--- src/rtl/uartr_pkg.sv ---
`default_nettype none
// ----------------------------------------------------------------------------
// uartr_pkg
// Types, register codes and interrupt helpers for the UART register block.
// ----------------------------------------------------------------------------
package uartr_pkg;

  // request kinds
  localparam logic [1:0] REQ_READ  = 2'd0;
  localparam logic [1:0] REQ_WRITE = 2'd1;
  localparam logic [1:0] REQ_RX    = 2'd2;

  // register offsets
  localparam logic [2:0] OFS_RBR_DLL = 3'd0;
  localparam logic [2:0] OFS_IER_DLH = 3'd1;
  localparam logic [2:0] OFS_IIR_FCR = 3'd2;
  localparam logic [2:0] OFS_LCR     = 3'd3;
  localparam logic [2:0] OFS_LSR     = 3'd5;
  localparam logic [2:0] OFS_MSR     = 3'd6;

  // interrupt identification codes
  localparam logic [3:0] ID_NONE = 4'h1;
  localparam logic [3:0] ID_MSI  = 4'h0;
  localparam logic [3:0] ID_THR  = 4'h2;
  localparam logic [3:0] ID_RD   = 4'h4;
  localparam logic [3:0] ID_RLS  = 4'h6;
  localparam logic [3:0] ID_TO   = 4'hC;

  // pending source bits
  localparam logic [1:0] SRC_NONE = 2'b00;
  localparam logic [1:0] SRC_TO   = 2'b01;
  localparam logic [1:0] SRC_THR  = 2'b10;

  localparam logic [7:0] LCR_RESET = 8'h03;
  localparam logic [7:0] LSR_FIXED = 8'h60;
  localparam logic [7:0] IIR_TOP   = 8'hC0;

  typedef struct packed {
    logic [1:0] req_type;
    logic [2:0] reg_offset;
    logic [7:0] byte_in;
  } item_t;

  typedef struct packed {
    logic [7:0] read_data;
    logic       tx_valid;
    logic [7:0] tx_byte;
    logic       irq_level;
  } result_t;

  typedef struct packed {
    logic [3:0] ident;
    logic [1:0] pend;
    logic       irq;
  } irq_t;

  function automatic irq_t raise_rx(irq_t s, logic [3:0] en);
    irq_t r;
    r = s;
    r.pend = s.pend | SRC_TO;
    if (en[0] && s.ident != ID_RLS && s.ident != ID_RD) begin
      r.ident = ID_TO;
      r.irq   = 1'b1;
    end
    return r;
  endfunction

  function automatic irq_t raise_tx(irq_t s, logic [3:0] en);
    irq_t r;
    r = s;
    r.pend = s.pend | SRC_THR;
    if (en[1] && (s.ident[0] || s.ident == ID_MSI || s.ident == ID_THR)) begin
      r.ident = ID_THR;
      r.irq   = 1'b1;
    end
    return r;
  endfunction

  function automatic irq_t reevaluate(irq_t s, logic [3:0] en);
    irq_t r;
    r = s;
    if (s.pend[0] && en[0]) begin
      r = raise_rx(s, en);
    end else if (s.pend[1] && en[1]) begin
      r = raise_tx(s, en);
    end else begin
      r.ident = ID_NONE;
      r.irq   = 1'b0;
    end
    return r;
  endfunction

  // drop a pending bit; re-evaluate only if that source was the one shown
  function automatic irq_t clear_source(irq_t s, logic [3:0] en, logic [1:0] src,
                                        logic [3:0] shown);
    irq_t r;
    r = s;
    r.pend = s.pend & ~src;
    if (s.ident == shown) begin
      r = reevaluate(r, en);
    end
    return r;
  endfunction

endpackage
`default_nettype wire

--- src/rtl/uartr_in_reg.sv ---
`default_nettype none
// ----------------------------------------------------------------------------
// uartr_in_reg
// Input register: holds one accepted request until the core consumes it.
// ----------------------------------------------------------------------------
module uartr_in_reg
  import uartr_pkg::*;
(
  input  wire logic  clk,
  input  wire logic  rst,
  input  wire logic  in_valid,
  output logic       in_ready,
  input  wire item_t in_item,
  input  wire logic  advance,
  output logic       item_valid,
  output item_t      item
);

  assign in_ready = !item_valid || advance;

  always_ff @(posedge clk) begin
    if (rst) begin
      item_valid <= 1'b0;
    end else if (in_ready) begin
      item_valid <= in_valid;
    end
  end

  always_ff @(posedge clk) begin
    if (in_ready && in_valid) begin
      item <= in_item;
    end
  end

endmodule
`default_nettype wire

--- src/rtl/uartr_core.sv ---
`default_nettype none
// ----------------------------------------------------------------------------
// uartr_core
// Register file, interrupt logic; one request per cycle updates state on fire.
// ----------------------------------------------------------------------------
module uartr_core
  import uartr_pkg::*;
(
  input  wire logic  clk,
  input  wire logic  rst,
  input  wire logic  fire,
  input  wire item_t item,
  output result_t    result
);

  // fcr and mcr are write-only with no visible effect, so they are not kept
  logic [7:0] line_ctrl,    line_ctrl_next;
  logic       data_ready,   data_ready_next;
  logic [3:0] int_enable,   int_enable_next;
  irq_t       irq,          irq_next;
  logic [7:0] divisor_low,  divisor_low_next;
  logic [7:0] divisor_high, divisor_high_next;
  logic [7:0] rx_hold,      rx_hold_next;

  logic dlab;
  assign dlab = line_ctrl[7];

  always_comb begin
    line_ctrl_next    = line_ctrl;
    data_ready_next   = data_ready;
    int_enable_next   = int_enable;
    irq_next          = irq;
    divisor_low_next  = divisor_low;
    divisor_high_next = divisor_high;
    rx_hold_next      = rx_hold;
    result            = '0;

    unique case (item.req_type)
      REQ_READ: begin
        if (dlab && item.reg_offset == OFS_RBR_DLL) begin
          result.read_data = divisor_low;
        end else if (dlab && item.reg_offset == OFS_IER_DLH) begin
          result.read_data = divisor_high;
        end else begin
          unique case (item.reg_offset)
            OFS_RBR_DLL: begin
              result.read_data = rx_hold;
              rx_hold_next     = '0;
              irq_next = clear_source(irq, int_enable, SRC_NONE, ID_RD);
              irq_next = clear_source(irq_next, int_enable, SRC_TO, ID_TO);
              data_ready_next  = 1'b0;
            end
            OFS_IER_DLH: result.read_data = {4'h0, int_enable};
            OFS_IIR_FCR: begin
              result.read_data = {4'h0, irq.ident} | IIR_TOP;
              if (irq.ident == ID_THR) begin
                irq_next = clear_source(irq, int_enable, SRC_THR, ID_THR);
              end
            end
            OFS_LCR:     result.read_data = line_ctrl;
            OFS_LSR:     result.read_data = LSR_FIXED | {7'h00, data_ready};
            default:     result.read_data = '0;
          endcase
        end
      end
      REQ_WRITE: begin
        if (dlab && item.reg_offset == OFS_RBR_DLL) begin
          divisor_low_next = item.byte_in;
        end else if (dlab && item.reg_offset == OFS_IER_DLH) begin
          divisor_high_next = item.byte_in;
        end else begin
          unique case (item.reg_offset)
            OFS_RBR_DLL: begin
              // transmitter drains at once, thre stays set
              irq_next        = raise_tx(irq, int_enable);
              result.tx_valid = 1'b1;
              result.tx_byte  = item.byte_in;
            end
            OFS_IER_DLH: begin
              int_enable_next = item.byte_in[3:0];
              irq_next        = reevaluate(irq, item.byte_in[3:0]);
            end
            OFS_LCR:     line_ctrl_next = item.byte_in;
            default: ;
          endcase
        end
      end
      REQ_RX: begin
        rx_hold_next    = item.byte_in;
        data_ready_next = 1'b1;
        irq_next = clear_source(irq, int_enable, SRC_TO, ID_TO);
        irq_next = raise_rx(irq_next, int_enable);
      end
      default: ;
    endcase

    result.irq_level = irq_next.irq;
  end

  always_ff @(posedge clk) begin
    if (rst) begin
      line_ctrl    <= LCR_RESET;
      data_ready   <= 1'b0;
      int_enable   <= '0;
      irq          <= '{ident: ID_NONE, pend: SRC_NONE, irq: 1'b0};
      divisor_low  <= '0;
      divisor_high <= '0;
      rx_hold      <= '0;
    end else if (fire) begin
      line_ctrl    <= line_ctrl_next;
      data_ready   <= data_ready_next;
      int_enable   <= int_enable_next;
      irq          <= irq_next;
      divisor_low  <= divisor_low_next;
      divisor_high <= divisor_high_next;
      rx_hold      <= rx_hold_next;
    end
  end

endmodule
`default_nettype wire

--- src/rtl/uartr_out_reg.sv ---
`default_nettype none
// ----------------------------------------------------------------------------
// uartr_out_reg
// Result register: holds one result until the downstream side takes it.
// ----------------------------------------------------------------------------
module uartr_out_reg
  import uartr_pkg::*;
(
  input  wire logic    clk,
  input  wire logic    rst,
  input  wire logic    load,
  input  wire result_t result,
  output logic         space,
  output logic         out_valid,
  input  wire logic    out_ready,
  output result_t      out_result
);

  assign space = !out_valid || out_ready;

  always_ff @(posedge clk) begin
    if (rst) begin
      out_valid <= 1'b0;
    end else if (space) begin
      out_valid <= load;
    end
  end

  always_ff @(posedge clk) begin
    if (load) begin
      out_result <= result;
    end
  end

endmodule
`default_nettype wire

--- src/rtl/uart_register_interrupt_model_top.sv ---
`default_nettype none
// ----------------------------------------------------------------------------
// uart_register_interrupt_model_top
// 16550-style UART register block with level interrupt output.
// ----------------------------------------------------------------------------
// path: input register, then result register, from input transfer to result valid
// throughput: one request per cycle if output free; the register update is one logic pass
// reset: synchronous rst clears both pipeline stages and loads the register reset values
// ----------------------------------------------------------------------------
module uart_register_interrupt_model_top
  import uartr_pkg::*;
(
  input  wire logic        clk,
  input  wire logic        rst,
  input  wire logic        s_tvalid,
  output logic             s_tready,
  input  wire logic [15:0] s_tdata,  // reg_offset[2:0], byte_in[10:3], zero pad
  input  wire logic [1:0]  s_tuser,  // req_type[1:0]
  output logic             m_tvalid,
  input  wire logic        m_tready,
  output logic [23:0]      m_tdata,  // read_data[7:0], tx_byte[15:8], irq_level[16], pad
  output logic [0:0]       m_tuser   // tx_valid[0]
);

  item_t   in_item;
  item_t   item;
  logic    item_valid;
  logic    space;
  logic    fire;
  result_t result;
  result_t out_result;

  assign in_item.req_type   = s_tuser;
  assign in_item.reg_offset = s_tdata[2:0];
  assign in_item.byte_in    = s_tdata[10:3];

  assign fire = item_valid && space;

  uartr_in_reg u_in_reg (
    .clk        (clk),
    .rst        (rst),
    .in_valid   (s_tvalid),
    .in_ready   (s_tready),
    .in_item    (in_item),
    .advance    (space),
    .item_valid (item_valid),
    .item       (item)
  );

  uartr_core u_core (
    .clk    (clk),
    .rst    (rst),
    .fire   (fire),
    .item   (item),
    .result (result)
  );

  uartr_out_reg u_out_reg (
    .clk        (clk),
    .rst        (rst),
    .load       (fire),
    .result     (result),
    .space      (space),
    .out_valid  (m_tvalid),
    .out_ready  (m_tready),
    .out_result (out_result)
  );

  assign m_tdata = {7'h00, out_result.irq_level, out_result.tx_byte, out_result.read_data};
  assign m_tuser = out_result.tx_valid;

  // a transmitting write never carries read data
  assert property (@(posedge clk) disable iff (rst)
    m_tvalid && m_tuser[0] |-> m_tdata[7:0] == 8'h00)
    else $error("read data on a transmit result");

  // tx byte is zero unless a byte was sent
  assert property (@(posedge clk) disable iff (rst)
    m_tvalid && !m_tuser[0] |-> m_tdata[15:8] == 8'h00)
    else $error("tx byte without tx_valid");

  // input side only stalls behind a stalled result
  assert property (@(posedge clk) disable iff (rst)
    !s_tready |-> m_tvalid && !m_tready)
    else $error("input stalled while output free");

  // reset empties the result stage
  assert property (@(posedge clk) rst |=> !m_tvalid)
    else $error("result valid after reset");

endmodule
`default_nettype wire

--- config.mk ---
export PLATFORM = sky130hd
export DESIGN_NAME = uart_register_interrupt_model_top
export DESIGN_NICKNAME = d
export VERILOG_FILES = /design/src/rtl/uartr_pkg.sv /design/src/rtl/uartr_in_reg.sv /design/src/rtl/uartr_core.sv /design/src/rtl/uartr_out_reg.sv /design/src/rtl/uart_register_interrupt_model_top.sv
export SDC_FILE = /design/constraint.sdc
export NUM_CORES = 1
export LEC_CHECK = 0
export BUFFER_PORTS_ARGS = -buffer_cell sky130_fd_sc_hd__buf_4
export CAP_MARGIN = 15
export CORE_AREA = 8 8 125 150
export DETAILED_ROUTE_END_ITERATION = 16
export DIE_AREA = 0 0 133 158
export PLACE_DENSITY = 0.5
export SYNTH_ARGS = -nofsm -noshare
export SYNTH_HDL_FRONTEND = slang
export SYNTH_HIERARCHICAL = 1
export SYNTH_SLANG_ARGS = --single-unit
--- constraint.sdc ---
create_clock -name clk -period 3.6 [get_ports clk]
set_clock_uncertainty 0.2 [all_clocks]
set_input_delay 0.72 -clock clk [delete_from_list [all_inputs] [get_ports clk]]
set_output_delay 0.72 -clock clk [all_outputs]
set_load 0.05 [all_outputs]
## Word level (Yosys, flattened, before mapping)

Index checks and enable logic that the tools add are counted.

| storage, ports and cells | value |
|---|---|
| register bits after elaboration | 77 |
| bits in latches | 0 |
| memory bits (writable) | 0 |
| bits in read-only memories | 0 |
| bits of input ports | 22 |
| output and inout port bits | 27 |
| memories | 0 |

| operators by class | value |
|---|---|
| add/subtract/negate cells | 0 |
| multiply operators | 0 |
| div/mod/pow operators | 0 |
| order comparisons | 0 |
| equality and inequality tests | 33 |
| shift operators | 0 |
| multiplexer cells | 53 |
| bitwise operators | 4 |
| reductions and logical operators | 42 |

Operators by type and width:

| operator | number |
|---|---|
| 7-bit 2-to-1 mux | 16 |
| 8-bit 2-to-1 mux | 5 |
| 8-bit one-hot mux with 5 select lines | 1 |
| 4-bit 2-to-1 mux | 9 |
| 7-bit one-hot mux with 2 select lines | 2 |
| 7-bit one-hot mux with 3 select lines | 1 |
| 1-bit logical AND | 18 |
| 4-bit by 3-bit inequality test with 1-bit output, second input constant | 4 |
| 8-bit one-hot mux with 2 select lines | 1 |
| 5-bit AND reduction | 3 |
| 13-bit AND reduction | 1 |
| 1-bit 2-to-1 mux | 12 |
| 12-bit AND reduction | 1 |
| 11-bit AND reduction | 1 |
| 2-bit by 1-bit inequality test with 1-bit output, second input constant | 5 |
| 2-bit inequality test, second input constant | 5 |
| 9-bit 2-to-1 mux | 1 |
| 3-bit by 2-bit inequality test with 1-bit output, second input constant | 3 |
| 4-bit by 2-bit == test with 1-bit output, second input constant | 2 |
| 4-bit == test, second input constant | 2 |
| 4-bit logical NOT | 2 |
| 2-bit 2-to-1 mux | 4 |
| 3-bit by 2-bit == test with 1-bit output, second input constant | 2 |
| 1-bit logical OR | 6 |
| 20 further kinds | 25 |

## Depth between registers and ports, before layout

| depth | value |
|---|---|
| depth in word-level cells | 23 |
| depth in mapped cells | 9 |
| mapped depth without buffers | 7 |

## Hierarchy

The synthesis kept the hierarchy.

By module, submodules not included:

| module | times used | cells an instance | area each (µm²) | seq. area each (µm²) |
|---|---|---|---|---|
| uartr_core | 1 | 351 | 2890.3 | 880.8 |
| uartr_out_reg | 1 | 22 | 586.8 | 560.5 |
| uartr_in_reg | 1 | 18 | 445.4 | 410.4 |
| uart_register_interrupt_model_top | 1 | 9 | 62.6 | 0.0 |

## Worst setup path after synthesis

Ideal clock, no wire load.

| path | value |
|---|---|
| kind | input -> register |
| from | input m_tready |
| to | register u_core.line_ctrl[0] |
| data arrival time | 2650 ps |
| path slack | 631 ps |
| stages on the path | 6 |
| path buffers | 1 |
| cell sequence | nand2b_4 and2_1 inv_1 or4_1 buf_2 a211o_1 |

| between the ends | value |
|---|---|
| cells in the longest elaborated chain, start to end | 3 |

Ends and longest elaborated chain:

| item | RTL line | source |
|---|---|---|
| start: declaration | uart_register_interrupt_model_top.sv:20 | `input wire logic m_tready,` |
| 1-bit logical OR | uartr_out_reg.sv:19 | `assign space = !out_valid \|\| out_ready;` |
| 1-bit logical AND | uart_register_interrupt_model_top.sv:37 | `assign fire = item_valid && space;` |
| named net fire | uart_register_interrupt_model_top.sv:29 | `logic fire;` |
| 5-bit AND reduction (no line) | - |  |
| end signal: assignment | uartr_core.sv:110 | `line_ctrl <= line_ctrl_next;` |
| end: declaration | uartr_core.sv:17 | `logic [7:0] line_ctrl, line_ctrl_next;` |

The timed path passes the listed nets, and every way through them passes these cells.
A chain may end at the register's enable or synchronous reset.

## Final worst setup path

| path | value |
|---|---|
| from | register u_in_reg/item[12] (netlist name) |
| to | register u_core.line_ctrl[1] |

| between the ends | value |
|---|---|
| cells in the longest elaborated chain, start to end | 2 |

Ends and longest elaborated chain:

| item | RTL line | source |
|---|---|---|
| 2-bit by 1-bit == test with 1-bit output | uartr_core.sv:38 | `unique case (item.req_type)` |
| 5-bit AND reduction (no line) | - |  |

No other way between the ends.

==> flow_summary.toml <==
[status]
outcome = "complete, no violations"

[drt]
drt-total-wl_mm = 10.7
drtIter0Drc = 249
wl_per_cell_um = 16.5
vias = 3101
detail-route-antenna-nets = 0
dr.pass1.iters = 5
drt-vias-per-instance = 4.77
drc = 0

[setup_path]
crit_slowest_cell = "or4_1"
crit_path_end_kind = "register"
critPathLaunchType = "register"
slowest_delay_ns = 0.71
worst-path-buf-inv = 1
r2r_end = "u_core/line_ctrl[1]"
r2r_slack_ns = 0.96
timing.rr.start = "u_in_reg/item[12]"
rr_worst_depth = 5
crit_family = "simple AND/OR/NAND/NOR gates"
cp_cell_sequence = "inv_1 > ha_1 > nand2b_1 > or4_1 > a211o_1"
required_ns = 3.62
worstPathArrival_ns = 2.65
cp_max_fo = 14
path_class = "reg2reg"

[timing]
slew_headroom_pct = 60.0
finalHoldViolCount = 0
rsz0062_at_grt = "false"
fin_setup_tns_ns = 0
max_freq_mhz = 379
period_share_pct = 73.2
worst_pin_slew_ns = 0.600
finalCriticalPeriod_ns = 2.64
setup_viol = 0
setup_ws_ns = 0.964
slew_violations = 0

[global_route]
grt_pass1_wl_mm = 16.8
antenna_found_initial = 0
grt_max_degree = 50
grt_use_total_pct = 10.2
grt_pass1_vias = 2981
grt_overflow = 0

[floorplan]
die_height_um = 158
initial_utilization_pct = 24.2
core-area_sq_um = 16500
rows = 52
die_x_um = 133
pin_count = 49
die_area_sq_um = 21000

[synth]
ys_seq_area_share_pct = 46.5
synthFlopType = "dfxtp_1"
ys_ff_latch = 77
synthCells = 400
yosysWarnings = 6
synth_area_sq_um = 3990
synth_edf_count = 31
ys_types = 69
avgSynthCellArea_sq_um = 9.96
async_flop_share_pct = 0

[min_path]
holdPathEnd = "u_core/line_ctrl[0]"
hold_depth = 1
worst_hold_path_type = "reg2reg"
hp-start = "u_core/line_ctrl[0]"

[placed_design]
pre_cts_slack_ns = 0.803
place_hpwl_mm = 7.74
place.port_buffers = 36
gp_congestion = 0.862

[run]
drv_cap = 0

[finish]
areaGrowthSynthToFinish_pct = 17.6
nets = 455
drive_gt1_share_pct = 19.8
num_antenna_cells = 0

[clocking]
htree_levels = 3
post_cts_buffers = 0
clockRootBuffer = "clkbuf_16"
clk-insertion-delay-late_ns = 0.33
clock_path_buffers = 2
clock_sinks = 77
cts_resized = 0
cts_hold_repair.buffers = 0
cts_buffers = 9
cts_tree = "done"
clk_pin_slew_ns = 0.06

[power]
cellLeakagePower_nw = 1.80
vdd_ir_drop_max_mv = 0.178
p_per_area_nw_per_um2 = 421
## routing by layer
layer / global-route usage (%) / part of all wire, %
met1: 12.7 / 45
met5: 0 / 0
met4: 4.12 / 1.6
met2: 16.6 / 48
met3: 2.22 / 5.7
## cell type report
class | count | area [sq um]
inverters | 19 | 71.3
fillers | 1703 | 11800
multi-input cells | 280 | 1910
clock inverters | 5 | 35.0
clock buffers | 11 | 233
repair buffers | 42 | 315
flip-flops and latches | 77 | 1850
well taps | 216 | 270
## state kept, by name, summed over array words and instances (netlist names)
name	flops
u_core/data_ready	1
u_core/divisor_high	8
u_core/divisor_low	8
u_core/int_enable	4
u_core/irq	7
u_core/line_ctrl	8
u_core/rx_hold	8
u_in_reg/item	13
u_in_reg/item_valid	1
u_out_reg/out_result	18
u_out_reg/out_valid	1
## where the power goes
group	internal, mW	leakage (nW)	total, mW	switching (mW)
sequential	0.932	0.662	0.958	0.0258
clock	0.468	0.130	0.814	0.347
combinational	0.0618	1.01	0.200	0.138
## cells in the mapped netlist, types with 3 or more instances
cell type | number | area (sq um)
nor2_1 | 60 | 225
dfxtp_1 | 46 | 921
mux2i_1 | 35 | 350
edfxtp_1 | 31 | 931
a21oi_1 | 24 | 120
inv_1 | 19 | 71.3
nand2_1 | 17 | 63.8
o21ai_0 | 16 | 80.1
clkbuf_1 | 14 | 52.6
and2_1 | 9 | 56.3
buf_4 | 9 | 67.6
nor3_1 | 9 | 45.0
and3_2 | 6 | 45.0
nand3_1 | 5 | 25.0
a211o_1 | 4 | 35.0
buf_2 | 4 | 20.0
ha_1 | 4 | 50.1
o221ai_1 | 4 | 35.0
a31oi_1 | 3 | 18.8
buf_6 | 3 | 33.8
nand2b_1 | 3 | 18.8
nand2b_4 | 3 | 41.3
nand3b_1 | 3 | 22.5
o211a_1 | 3 | 30.0
o22ai_1 | 3 | 18.8
o31ai_1 | 3 | 22.5
or4_1 | 3 | 22.5
## placed cells by master, fill, tap and decap left out, drive strengths merged, types with 3 or more instances in the layout
cell type and count:
nand2 18, nand3b 3, a31oi 3, conb 7
nand3 5, nand2b 6, inv 20, o31ai 3
o211a 3, mux2i 35, o21ai 17, nor2 60
clkbuf 11, o22ai 3, nor4 3, o221ai 4
buf 42, clkinv 3, a211o 4, a21oi 26
dfxtp 46, and3 8, nor3 11, or4 3
and2 10, edfxtp 31, ha 4
## cell families (layout without fill, tap and decap cells)
group	count (synthesis)	in the layout	share of synthesized area, %
adder cells (fa/ha/maj)	4	4	1.26
AO/OA/AOI/OAI	91	91	16.0
flip-flops	77	77	46.5
AND/OR/NAND/NOR	139	139	19.4
other	1	7	0.0941
buffers and inverters	49	77	6.15
multiplexers	39	39	10.6
## worst max-delay path by stage
stage	slack [ns]	endpoint	cells after the start	start
after floorplan	0.63	u_core/line_ctrl[0]	6	m_tready
after global placement	0.82	u_core/line_ctrl[0]	6	m_tready
after detailed placement	0.80	u_core/line_ctrl[1]	6	m_tready
after CTS	0.97	u_core/line_ctrl[1]	5	u_in_reg/item[12]
after global routing	0.83	u_core/line_ctrl[1]	5	u_in_reg/item[12]
final	0.96	u_core/line_ctrl[1]	5	u_in_reg/item[12]
## metrics by stage
step	cell area (sq um)	instances	utilization, %	power (mW)	hold WS, ns
global route	4690	650	28.5	2.06	0.288
global placement	4420	634	26.8	1.18	0.250
CTS	4690	650	28.5	2.00	0.275
finish	4690	650	28.5	1.97	0.279
floorplan	4010	406	-	1.12	0.230
detailed placement	4420	634	26.8	1.18	0.261
Power figures use the tool's default switching activity.
